$ cat config.mk
export PLATFORM = sky130hd
export DESIGN_NAME = timed_two_output_cycle_sequencer_core
export DESIGN_NICKNAME = d
export VERILOG_FILES = /design/src/ttocs_pkg.sv /design/src/ttocs_cfg.sv /design/src/ttocs_step.sv /design/src/ttocs_out_reg.sv /design/src/timed_two_output_cycle_sequencer_core.sv
export SDC_FILE = /design/constraint.sdc
export NUM_CORES = 1
export LEC_CHECK = 0
export ABC_CLOCK_PERIOD_IN_PS = 4300
export BUFFER_PORTS_ARGS = -buffer_cell sky130_fd_sc_hd__buf_2
export CORE_AREA = 10 10 95 159
export DETAILED_ROUTE_END_ITERATION = 7
export DIE_AREA = 0 0 105 169
export GPL_TIMING_DRIVEN = 0
export PLACE_DENSITY_LB_ADDON = 0.2
export REMOVE_ABC_BUFFERS = 1
export SETUP_SLACK_MARGIN = 0.02
export SLEW_MARGIN = 10
export SYNTH_ARGS = -nofsm -noshare
export SYNTH_HDL_FRONTEND = slang
export SYNTH_SLANG_ARGS = --single-unit
export TNS_END_PERCENT = 5
$ cat constraint.sdc
create_clock -name clk -period 4.3 [get_ports clk]
set_clock_uncertainty 0.1 [all_clocks]
set_input_delay 0.645 -clock clk [delete_from_list [all_inputs] [get_ports clk]]
set_output_delay 0.645 -clock clk [all_outputs]
set_load 0.005 [all_outputs]
$ cat src/ttocs_pkg.sv
// ----------------------------------------------------------------------------
// ttocs_pkg: shared definitions for the timed two-output cycle sequencer
// Register indexes, reset values, the phase encoding and the structs that
// travel between the sequencer's modules.
// ----------------------------------------------------------------------------
package ttocs_pkg;

  localparam int WAIT_W          = 20;
  localparam int CFG_DATA_W      = 20;
  localparam int REG_IDX_W       = 3;
  localparam int TIMER_BITS_DEF  = 20;
  localparam int COUNT_BITS_DEF  = 16;

  localparam logic [WAIT_W-1:0] WAIT_FIRST_RST  = 20'd2000;
  localparam logic [WAIT_W-1:0] WAIT_SECOND_RST = 20'd12000;
  localparam logic [WAIT_W-1:0] WAIT_THIRD_RST  = 20'd300;
  localparam logic [WAIT_W-1:0] WAIT_FOURTH_RST = 20'd20200;

  typedef logic [REG_IDX_W-1:0] reg_idx_t;

  localparam reg_idx_t REG_MODE        = 3'd0;
  localparam reg_idx_t REG_WAIT_FIRST  = 3'd1;
  localparam reg_idx_t REG_WAIT_SECOND = 3'd2;
  localparam reg_idx_t REG_WAIT_THIRD  = 3'd3;
  localparam reg_idx_t REG_WAIT_FOURTH = 3'd4;

  typedef enum logic [2:0] {
    PH_IDLE  = 3'd0,
    PH_ONE   = 3'd1,
    PH_TWO   = 3'd2,
    PH_THREE = 3'd3,
    PH_FOUR  = 3'd4
  } phase_t;

  typedef struct packed {
    logic              mode;
    logic [WAIT_W-1:0] wait_first;
    logic [WAIT_W-1:0] wait_second;
    logic [WAIT_W-1:0] wait_third;
    logic [WAIT_W-1:0] wait_fourth;
  } cfg_t;

  // Control flags of the sequencer: output levels, busy flag and phase.
  typedef struct packed {
    logic   acc;
    logic   rev;
    logic   busy;
    phase_t phase;
  } ctrl_t;

endpackage

$ cat src/ttocs_cfg.sv
// ----------------------------------------------------------------------------
// ttocs_cfg: configuration registers
// Holds the mode bit and the four phase waits, written through a plain port.
// ----------------------------------------------------------------------------
module ttocs_cfg (
  input  logic                                clk,
  input  logic                                rst,
  input  logic                                cfg_write,
  input  ttocs_pkg::reg_idx_t                 cfg_index,
  input  logic [ttocs_pkg::CFG_DATA_W-1:0]    cfg_data,
  output ttocs_pkg::cfg_t                     cfg
);

  always_ff @(posedge clk) begin
    if (rst) begin
      cfg.mode        <= 1'b0;
      cfg.wait_first  <= ttocs_pkg::WAIT_FIRST_RST;
      cfg.wait_second <= ttocs_pkg::WAIT_SECOND_RST;
      cfg.wait_third  <= ttocs_pkg::WAIT_THIRD_RST;
      cfg.wait_fourth <= ttocs_pkg::WAIT_FOURTH_RST;
    end else if (cfg_write) begin
      case (cfg_index)
        ttocs_pkg::REG_MODE:        cfg.mode        <= cfg_data[0];
        ttocs_pkg::REG_WAIT_FIRST:  cfg.wait_first  <= cfg_data[ttocs_pkg::WAIT_W-1:0];
        ttocs_pkg::REG_WAIT_SECOND: cfg.wait_second <= cfg_data[ttocs_pkg::WAIT_W-1:0];
        ttocs_pkg::REG_WAIT_THIRD:  cfg.wait_third  <= cfg_data[ttocs_pkg::WAIT_W-1:0];
        ttocs_pkg::REG_WAIT_FOURTH: cfg.wait_fourth <= cfg_data[ttocs_pkg::WAIT_W-1:0];
        default: begin
          // Indexes beyond the register list are ignored.
        end
      endcase
    end
  end

endmodule

$ cat src/ttocs_step.sv
// ----------------------------------------------------------------------------
// ttocs_step: next-state logic for one tick
// Saturating timer increment, wait compare and the phase transition table.
// ----------------------------------------------------------------------------
module ttocs_step #(
  parameter int TIMER_BITS = ttocs_pkg::TIMER_BITS_DEF,
  parameter int COUNT_BITS = ttocs_pkg::COUNT_BITS_DEF
) (
  input  ttocs_pkg::cfg_t         cfg,
  input  logic                    switch_low,
  input  ttocs_pkg::ctrl_t        ctrl,
  input  logic [TIMER_BITS-1:0]   elapsed,
  input  logic [COUNT_BITS-1:0]   cycles,
  output ttocs_pkg::ctrl_t        ctrl_next,
  output logic [TIMER_BITS-1:0]   elapsed_next,
  output logic [COUNT_BITS-1:0]   cycles_next
);

  localparam int CMP_W = (TIMER_BITS > ttocs_pkg::WAIT_W) ? TIMER_BITS : ttocs_pkg::WAIT_W;

  logic [TIMER_BITS-1:0]        elapsed_inc;
  logic [ttocs_pkg::WAIT_W-1:0] wait_sel;
  logic                         due;
  logic                         permit;

  always_comb begin
    elapsed_inc = (&elapsed) ? elapsed : elapsed + 1'b1;

    // Idle selects a zero wait, so it is always due; it moves once the tick is permitted (switch low or busy).
    case (ctrl.phase)
      ttocs_pkg::PH_ONE:   wait_sel = cfg.wait_first;
      ttocs_pkg::PH_TWO:   wait_sel = cfg.wait_second;
      ttocs_pkg::PH_THREE: wait_sel = cfg.wait_third;
      ttocs_pkg::PH_FOUR:  wait_sel = cfg.wait_fourth;
      default:             wait_sel = '0;
    endcase

    due    = CMP_W'(elapsed_inc) >= CMP_W'(wait_sel);
    permit = switch_low || ctrl.busy;

    ctrl_next    = ctrl;
    cycles_next  = cycles;
    elapsed_next = (permit && due) ? '0 : elapsed_inc;

    if (permit && due) begin
      case (ctrl.phase)
        ttocs_pkg::PH_ONE: begin
          if (cfg.mode) begin
            ctrl_next.acc = 1'b0;
          end else begin
            ctrl_next.rev = 1'b1;
          end
          ctrl_next.busy  = 1'b1;
          cycles_next     = cycles + 1'b1;
          ctrl_next.phase = ttocs_pkg::PH_TWO;
        end
        ttocs_pkg::PH_TWO: begin
          if (cfg.mode) begin
            ctrl_next.acc = 1'b1;
          end else begin
            ctrl_next.rev = 1'b0;
          end
          ctrl_next.phase = ttocs_pkg::PH_THREE;
        end
        ttocs_pkg::PH_THREE: begin
          ctrl_next.acc = 1'b0;
          if (!cfg.mode) begin
            ctrl_next.busy = 1'b0;
          end
          ctrl_next.phase = ttocs_pkg::PH_FOUR;
        end
        ttocs_pkg::PH_FOUR: begin
          ctrl_next.acc   = 1'b1;
          ctrl_next.phase = ttocs_pkg::PH_ONE;
        end
        default: begin
          ctrl_next.acc   = 1'b1;
          ctrl_next.phase = ttocs_pkg::PH_ONE;
        end
      endcase
    end
  end

endmodule

$ cat src/ttocs_out_reg.sv
// ----------------------------------------------------------------------------
// ttocs_out_reg: result register
// Holds one result request until the consumer takes it.
// ----------------------------------------------------------------------------
module ttocs_out_reg #(
  parameter int COUNT_BITS = ttocs_pkg::COUNT_BITS_DEF
) (
  input  logic                  clk,
  input  logic                  rst,
  input  logic                  load,
  input  ttocs_pkg::ctrl_t      ctrl_in,
  input  logic [COUNT_BITS-1:0] cycles_in,
  output logic                  slot_free,
  output logic                  out_valid,
  input  logic                  out_ready,
  output ttocs_pkg::ctrl_t      ctrl_out,
  output logic [COUNT_BITS-1:0] cycles_out
);

  assign slot_free = !out_valid || out_ready;

  always_ff @(posedge clk) begin
    if (rst) begin
      out_valid <= 1'b0;
    end else if (load) begin
      out_valid <= 1'b1;
    end else if (out_ready) begin
      out_valid <= 1'b0;
    end
  end

  always_ff @(posedge clk) begin
    if (load) begin
      ctrl_out   <= ctrl_in;
      cycles_out <= cycles_in;
    end
  end

endmodule

$ cat src/timed_two_output_cycle_sequencer_core.sv
// ----------------------------------------------------------------------------
// timed_two_output_cycle_sequencer_core: timed two-output cycle sequencer
// Each request is one millisecond tick carrying the start switch level; each
// tick yields one result with the output levels, cycle count, phase and busy.
// ----------------------------------------------------------------------------
// Latency: a result is valid in the cycle after its tick request is accepted.
// Throughput: one tick per cycle while results are read; the state update and
// the result register load happen at the same edge, and the result register
// frees as it is read, so a new tick is taken in the same cycle a result leaves.
// Reset (rst, synchronous, active high) sets the phase to idle, clears the
// timer, busy flag, both outputs and the cycle count, and restores the waits.
// ----------------------------------------------------------------------------
module timed_two_output_cycle_sequencer_core #(
  parameter int TIMER_BITS = ttocs_pkg::TIMER_BITS_DEF,
  parameter int COUNT_BITS = ttocs_pkg::COUNT_BITS_DEF
) (
  input  logic                             clk,
  input  logic                             rst,
  // Configuration write port.
  input  logic                             cfg_write,
  input  ttocs_pkg::reg_idx_t              cfg_index,
  input  logic [ttocs_pkg::CFG_DATA_W-1:0] cfg_data,
  // Tick requests.
  input  logic                             in_valid,
  output logic                             in_ready,
  input  logic                             switch_low,
  // Results.
  output logic                             out_valid,
  input  logic                             out_ready,
  output logic                             acc_drive,
  output logic                             rev_drive,
  output logic [COUNT_BITS-1:0]            cycle_count,
  output logic [2:0]                       phase_now,
  output logic                             busy_res
);

  ttocs_pkg::cfg_t        cfg;
  ttocs_pkg::ctrl_t       ctrl;
  ttocs_pkg::ctrl_t       ctrl_next;
  ttocs_pkg::ctrl_t       ctrl_res;
  logic [TIMER_BITS-1:0]  elapsed;
  logic [TIMER_BITS-1:0]  elapsed_next;
  logic [COUNT_BITS-1:0]  cycles;
  logic [COUNT_BITS-1:0]  cycles_next;
  logic                   accept;

  ttocs_cfg u_cfg (
    .clk       (clk),
    .rst       (rst),
    .cfg_write (cfg_write),
    .cfg_index (cfg_index),
    .cfg_data  (cfg_data),
    .cfg       (cfg)
  );

  // A tick is taken whenever the result register is empty or being emptied.
  assign accept = in_valid && in_ready;

  ttocs_step #(
    .TIMER_BITS (TIMER_BITS),
    .COUNT_BITS (COUNT_BITS)
  ) u_step (
    .cfg          (cfg),
    .switch_low   (switch_low),
    .ctrl         (ctrl),
    .elapsed      (elapsed),
    .cycles       (cycles),
    .ctrl_next    (ctrl_next),
    .elapsed_next (elapsed_next),
    .cycles_next  (cycles_next)
  );

  // Sequencer state advances once per accepted tick.
  always_ff @(posedge clk) begin
    if (rst) begin
      ctrl.acc   <= 1'b0;
      ctrl.rev   <= 1'b0;
      ctrl.busy  <= 1'b0;
      ctrl.phase <= ttocs_pkg::PH_IDLE;
      elapsed    <= '0;
      cycles     <= '0;
    end else if (accept) begin
      ctrl    <= ctrl_next;
      elapsed <= elapsed_next;
      cycles  <= cycles_next;
    end
  end

  // The result carries the state as it stands after the tick.
  ttocs_out_reg #(
    .COUNT_BITS (COUNT_BITS)
  ) u_out (
    .clk        (clk),
    .rst        (rst),
    .load       (accept),
    .ctrl_in    (ctrl_next),
    .cycles_in  (cycles_next),
    .slot_free  (in_ready),
    .out_valid  (out_valid),
    .out_ready  (out_ready),
    .ctrl_out   (ctrl_res),
    .cycles_out (cycle_count)
  );

  assign acc_drive = ctrl_res.acc;
  assign rev_drive = ctrl_res.rev;
  assign busy_res  = ctrl_res.busy;
  assign phase_now = ctrl_res.phase;

endmodule
### After elaboration in Yosys (flattened, before gate mapping)

Index checks and enable logic that the tools add are counted.

| operators by class | value |
|---|---|
| add/subtract/negate cells | 2 |
| magnitude comparators | 1 |
| equal/unequal tests | 8 |
| multiplexer cells | 17 |
| reductions and logical operators | 13 |

Operator list:

| operator | count |
|---|---|
| 20-bit case mux with 4 select lines | 1 |
| 20-bit 2-to-1 mux | 2 |
| 16-bit 2-to-1 mux | 2 |
| 20-bit by 1-bit adder with 20-bit output, second input constant | 1 |
| 20-bit >= comparator | 1 |
| 20-bit AND reduction | 1 |
| 16-bit by 1-bit adder with 16-bit output, second input constant | 1 |
| 3-bit by 2-bit == test with 1-bit output, second input constant | 4 |
| 2-bit AND reduction | 5 |
| 3-bit case mux with 3 select lines | 1 |
| 1-bit 2-to-1 mux | 7 |
| 3-bit by 1-bit == test with 1-bit output, second input constant | 2 |
| 3-bit == test, second input constant | 2 |
| 6-bit 2-to-1 mux | 1 |
| 1-bit case mux with 2 select lines | 2 |
| 3-bit zero test | 1 |
| 1-bit case mux with 3 select lines | 1 |
| 1-bit logical AND | 2 |
| 1-bit logical OR | 2 |
| 2-bit nonzero test | 1 |
| 1-bit zero test | 1 |

| storage, ports and cells | value |
|---|---|
| register bits after elaboration | 146 |
| input bits | 29 |
| output and inout bits | 24 |
| word-level logic and storage cells | 58 |

### Longest topological paths before layout

| logic depth | value |
|---|---|
| depth in word-level cells | 5 |
| mapped depth | 15 |
| gate-level depth less buffers | 13 |

### Cells and area by module

Synthesis repeated with hierarchy kept, for this count alone.

| second synthesis, totals | value |
|---|---|
| cells, all modules | 785 |
| area, all modules | 7757.4 um2 |

By module, submodules not included:

| module | instances | cells an instance | area each (um2) | seq. area each (um2) |
|---|---|---|---|---|
| ttocs_cfg | 1 | 304 | 3270.6 | 1621.6 |
| ttocs_step | 1 | 263 | 1911.8 | 0.0 |
| timed_two_output_cycle_sequencer_core | 1 | 192 | 1868.0 | 840.8 |
| ttocs_out_reg | 1 | 26 | 706.9 | 680.7 |

### Worst setup path after synthesis

Ideal clock, no wire load.

| path | value |
|---|---|
| path kind | reg-to-reg |
| start point | reg elapsed[5] |
| end point | reg u_out.cycles_out[1] (data pin) |
| setup time | 0.260 ns |
| data arrival time | 3.419 ns |
| data required time | 3.940 ns |
| setup slack | 0.522 ns |
| cell stages (with the launch flop) | 15 |
| path buffers | 2 |
| clock period less this slack | 3.778 ns |
| cells stage by stage | dfxtp_1 -> buf_2 -> nand4_1 -> or2_2 -> nor4_2 -> nand2_1 -> mux2_2 -> ha_1 -> a21o_1 -> a21o_1 -> a21o_1 -> o41a_1 -> buf_2 -> nand2_1 -> mux2_2 |

| on the way | value |
|---|---|
| cells in the longest elaborated chain, start to end | 5 |
| elaborated cells on any way between the ends | 6 |
| classes of those cells | 1 x add/sub; 1 x order compare; 2 x mux; 2 x reduce/logical |

Ends and longest elaborated chain:

| what | line | RTL |
|---|---|---|
| start: declaration | timed_two_output_cycle_sequencer_core.sv:41 | `logic [TIMER_BITS-1:0] elapsed;` |
| start signal: assignment | timed_two_output_cycle_sequencer_core.sv:84 | `elapsed <= elapsed_next;` |
| 20-bit by 1-bit adder with 20-bit output / 20-bit AND reduction (equally long branches) | ttocs_step.sv:27 | `elapsed_inc = (&elapsed) ? elapsed : elapsed + 1'b1;` |
| 20-bit 2-to-1 mux * | ttocs_step.sv:27 |  |
| 20-bit >= comparator * | ttocs_step.sv:38 | `due = CMP_W'(elapsed_inc) >= CMP_W'(wait_sel);` |
| 1-bit logical AND * | ttocs_step.sv:45 | `if (permit && due) begin` |
| 16-bit 2-to-1 mux * | ttocs_step.sv:45 |  |
| named net cycles_next[1] | timed_two_output_cycle_sequencer_core.sv:44 | `logic [COUNT_BITS-1:0] cycles_next;` |
| end signal: assignment | ttocs_out_reg.sv:35 | `cycles_out <= cycles_in;` |
| end: declaration | ttocs_out_reg.sv:17 | `output logic [COUNT_BITS-1:0] cycles_out` |

The timed path passes the listed nets; every way through them passes the cells marked *.
A chain may end at the register's enable or synchronous reset.

### Worst setup path in the final report

| path | value |
|---|---|
| start point | reg elapsed[3] |
| end point | reg cycles[14] |

| on the way | value |
|---|---|
| cells in the longest elaborated chain, start to end | 5 |
| elaborated cells on any way between the ends | 6 |
| classes of those cells | 1 x add/sub; 1 x order compare; 2 x mux; 2 x reduce/logical |

Ends and longest elaborated chain:

| what | line | RTL |
|---|---|---|
| 20-bit by 1-bit adder with 20-bit output / 20-bit AND reduction (equally long branches) | ttocs_step.sv:27 |  |
| 20-bit 2-to-1 mux * | ttocs_step.sv:27 |  |
| 20-bit >= comparator * | ttocs_step.sv:38 |  |
| 1-bit logical AND * | ttocs_step.sv:45 |  |
| 16-bit 2-to-1 mux * | ttocs_step.sv:45 |  |
| end signal: assignment | timed_two_output_cycle_sequencer_core.sv:85 | `cycles <= cycles_next;` |
| end: declaration | timed_two_output_cycle_sequencer_core.sv:43 | `logic [COUNT_BITS-1:0] cycles;` |

Every way passes the cells marked *; elsewhere a longest branch is shown, timed or not.

==> results.md <==
* Ys async rst share at 0%
* Syn Inst Count at 885
* Hold buffer count at CTS at 0
* Most frequent cells in the layout: 207 x nand2_1, 111 x dfxtp_1, 102 x a21oi_1, 54 x nand3_1, 52 x buf_2
* Crit path DAT at 4.45 ns
* CP Launch Type: register
* Max cap viols at 0
* Unique masters post-synth at 56
* Status: completed
* Clock root cell: clkbuf_16
* Die area at 0.0177 mm2
* Total power divided by cell area at 421 mW/mm2
* Via count at 6824
* Most common cell after layout, fill and taps aside: nand2_1
* TNS Setup at 0 ns
* DPL Wire Length at 12.7 mm
* # IOs at 53
* Number of diodes at 0
* Crit path max-delay cell type: or4_1
* Reg power frac at between 40% and 50%
* CTS Sinks at 146
* Final cell count without fillers at 1104
* Port bufs at 52
* Setup CP Type: reg -> reg
* Max Fclk at 0.238 GHz
* Final max-slew violation count at 0
* Routed len/inst at approximately 18 um
* First-pass GRT wire length at between 30 and 40 mm
* Layout cells sized above 1 at 19.3%
* Initial Utilization at 58.7%
* Mapped cell area at approximately 0.0073 mm2
* Row cnt at 54
* Post-route DRC violation count at 0
* GR met3 Demand/Resource at under 10%
* Sw frac at 29.4%
* Post-synthesis sequential area ratio at between 40 and 50%
* H-tree depth at 4
* Post-Syn Area per Cell at 8.24 um2
* Nets at 974
* Total power at ~3.6 mW
* Setup violators final at 0
* Clk slew on worst S/H paths at 0.06 ns
* Filler cells at 1050
* Tcrit/Tclk final at 97.6%
* EDFF count, synth at 22
* Tmin final at 4.19 ns
* Drt total wl at 19.8 mm
* CP required at 4.55 ns
* Pre-CTS WS at -1.13 ns
* Clock share of power at 41.6%
* Max clock buf depth at 2
* Synth Warn # at 0
* Number of synthesized register bits at around 150
* Int Pwr at between 2 and 3 mW
* Grt ovf at 0
* Crit-path cells: nand4_1, or2_4, nor4_4, nand2_1, mux2_4, ha_4, nand4_1, nor4_4, and3_4, o41ai_4, buf_6, buf_8, buf_12, or4_1, a21oi_1
* Critical Path Max Stage Delay at about 0.47 ns
* Grt peak-use layer: met2
* Largest net degree at the start of global routing at 66
* Crit Path Max Fanout at 18
* Net switching power at ~1.1 mW
* CTS tree: built
* DIE HEIGHT at 169 um
* Tightest Pin Transition at between 1 and 1.5 ns
* Tot GR Track Use at 21.5%
* Crit end category: register
* Lkg Pwr at 3.33 nW
* Starting DRT DRC Count at 350
* Setup ws final at 0.105 ns
* Vias/cell at approximately 6
* Die X at 105 um
* DRT Pass-1 Iters at 5
* M2 GR Usage at 40.4%
* Post-synth top flop: dfxtp_1
* Dpl cells at 1053
* Combinational share of power at 17.1%
* GR Layer Usage met1 at 21.6%
* Core Box Area at 0.0124 mm2
* GPL Wtd Cong at 0.927
* Vias in the first global route at 6605
* Synth-to-Final Area Change at 17.4%
* Clk_lat worst skew at 0.43 ns
* Post-DRT Antenna Nets at 0
* Max_slew headroom at a little over a quarter
* Final Hold Fails at 0
* Worst Hold Class: reg -> reg
* Num CTS Buffers at 17
* Max VDD drop at 257 uV
* Initial antenna violation count at 0
[flip-flops by register name, summed over array words and instances (netlist names)]
signal,count
ctrl,6
cycles,16
elapsed,20
u_cfg.cfg,81
u_out.ctrl_out,6
u_out.cycles_out,16
u_out.out_valid,1
[routing by layer]
layer,vias to the layer above,part of all wire (%)
met3,76,5.5
met4,0,4.2
li1,3209,-
met5,-,0
met1,3287,37
met2,252,54
[cell type report]
| cell class | instances | area, um2 | share of cell area [%] |
|---|---|---|---|
| flip-flops and latches | 146 | 3180 | 37.1 |
| clock inverters | 15 | 170 | 1.99 |
| inverters | 10 | 37.5 | 0.438 |
| repair buffers | 79 | 537 | 6.27 |
| multi-input cells | 669 | 4010 | 46.8 |
| clock buffers | 17 | 425 | 4.97 |
| well taps | 168 | 210 | 2.45 |
[path summary, 6_finish.rpt]
check / startpoint / end / slack [ns] / cells after the start
worst max-delay path: elapsed[3] / cycles[14] / 0.11 / 15
worst min-delay path: u_cfg.cfg[60] / u_cfg.cfg[60] / 0.36 / 2
worst max register to register: elapsed[3] / cycles[14] / 0.11 / 15
worst min register to register: u_cfg.cfg[60] / u_cfg.cfg[60] / 0.36 / 2
[power by group through the flow]
stage / clock network [mW] / logic (mW) / registers, mW
3_5_place_dp: 0 / 0.523 / 1.52
5_1_grt: 1.57 / 0.677 / 1.49
6_report: 1.50 / 0.619 / 1.49
4_1_cts: 1.51 / 0.551 / 1.49
3_3_place_gp: 0 / 0.463 / 1.52
2_1_floorplan: 0 / 0.309 / 1.51
[metrics by stage]
step                hold slack [ns]  util [%]  area [um2]
floorplan                     0.327         -        7050
global placement              0.340      60.5        7520
detailed placement            0.344      61.6        7660
CTS                           0.352      67.2        8350
global route                  0.368      68.9        8570
finish                        0.355      68.9        8570
[worst max-delay path, delay by kind of cell, from the launching register on]
kind	cells	cell delay [ns]
adder cells (fa/ha/maj)	1	0.27
AND/OR/NAND/NOR	8	2.30
buffers and inverters	3	0.47
multiplexers	1	0.35
flip-flops	1	0.36
AO/OA/AOI/OAI	2	0.26
[synth_stat cells, types with 3 or more instances]
| cell type | n | area (um2) |
|---|---|---|
| edfxtp_1 | 22 | 661 |
| a21o_1 | 4 | 30.0 |
| mux2_2 | 25 | 282 |
| xor2_1 | 12 | 105 |
| or4_1 | 17 | 128 |
| nor3_1 | 9 | 45.0 |
| buf_1 | 6 | 22.5 |
| inv_1 | 9 | 33.8 |
| and2_1 | 3 | 18.8 |
| o21ai_0 | 11 | 55.1 |
| a211oi_1 | 3 | 22.5 |
| dfxtp_1 | 124 | 2480 |
| or2_2 | 5 | 31.3 |
| buf_2 | 11 | 55.1 |
| o21a_1 | 3 | 22.5 |
| nand3_1 | 54 | 270 |
| a21oi_1 | 103 | 515 |
| nand2_1 | 208 | 781 |
| a32o_1 | 8 | 80.1 |
| a22oi_1 | 20 | 150 |
| a31oi_1 | 15 | 93.8 |
| nor2b_1 | 8 | 50.1 |
| nor2_1 | 52 | 195 |
| and3_1 | 12 | 75.1 |
| nand4_1 | 13 | 81.3 |
| xnor2_1 | 19 | 166 |
| o31ai_1 | 11 | 82.6 |
| ha_1 | 22 | 275 |
| clkbuf_1 | 42 | 158 |
[cells by family after synthesis]
logic type      count (synthesis)  share of synthesized area [%]
mux                            28                           4.29
simple gates                  396                           25.0
buf+inv                        70                           3.81
flops                         146                           43.1
fa+ha+maj                      22                           3.77
xor+xnor                       31                           3.72
compound gates                192                           16.3
[repair_timing]
| item | CTS | global route |
|---|---|---|
| gates resized for setup | 18 | 26 |
| pin swaps | 5 | 15 |
| setup buffers | 3 | 15 |
| setup endpoints to repair | 64 | 33 |
| cloned | 0 | 1 |
Note: power is estimated with default switching activity, not from simulation.
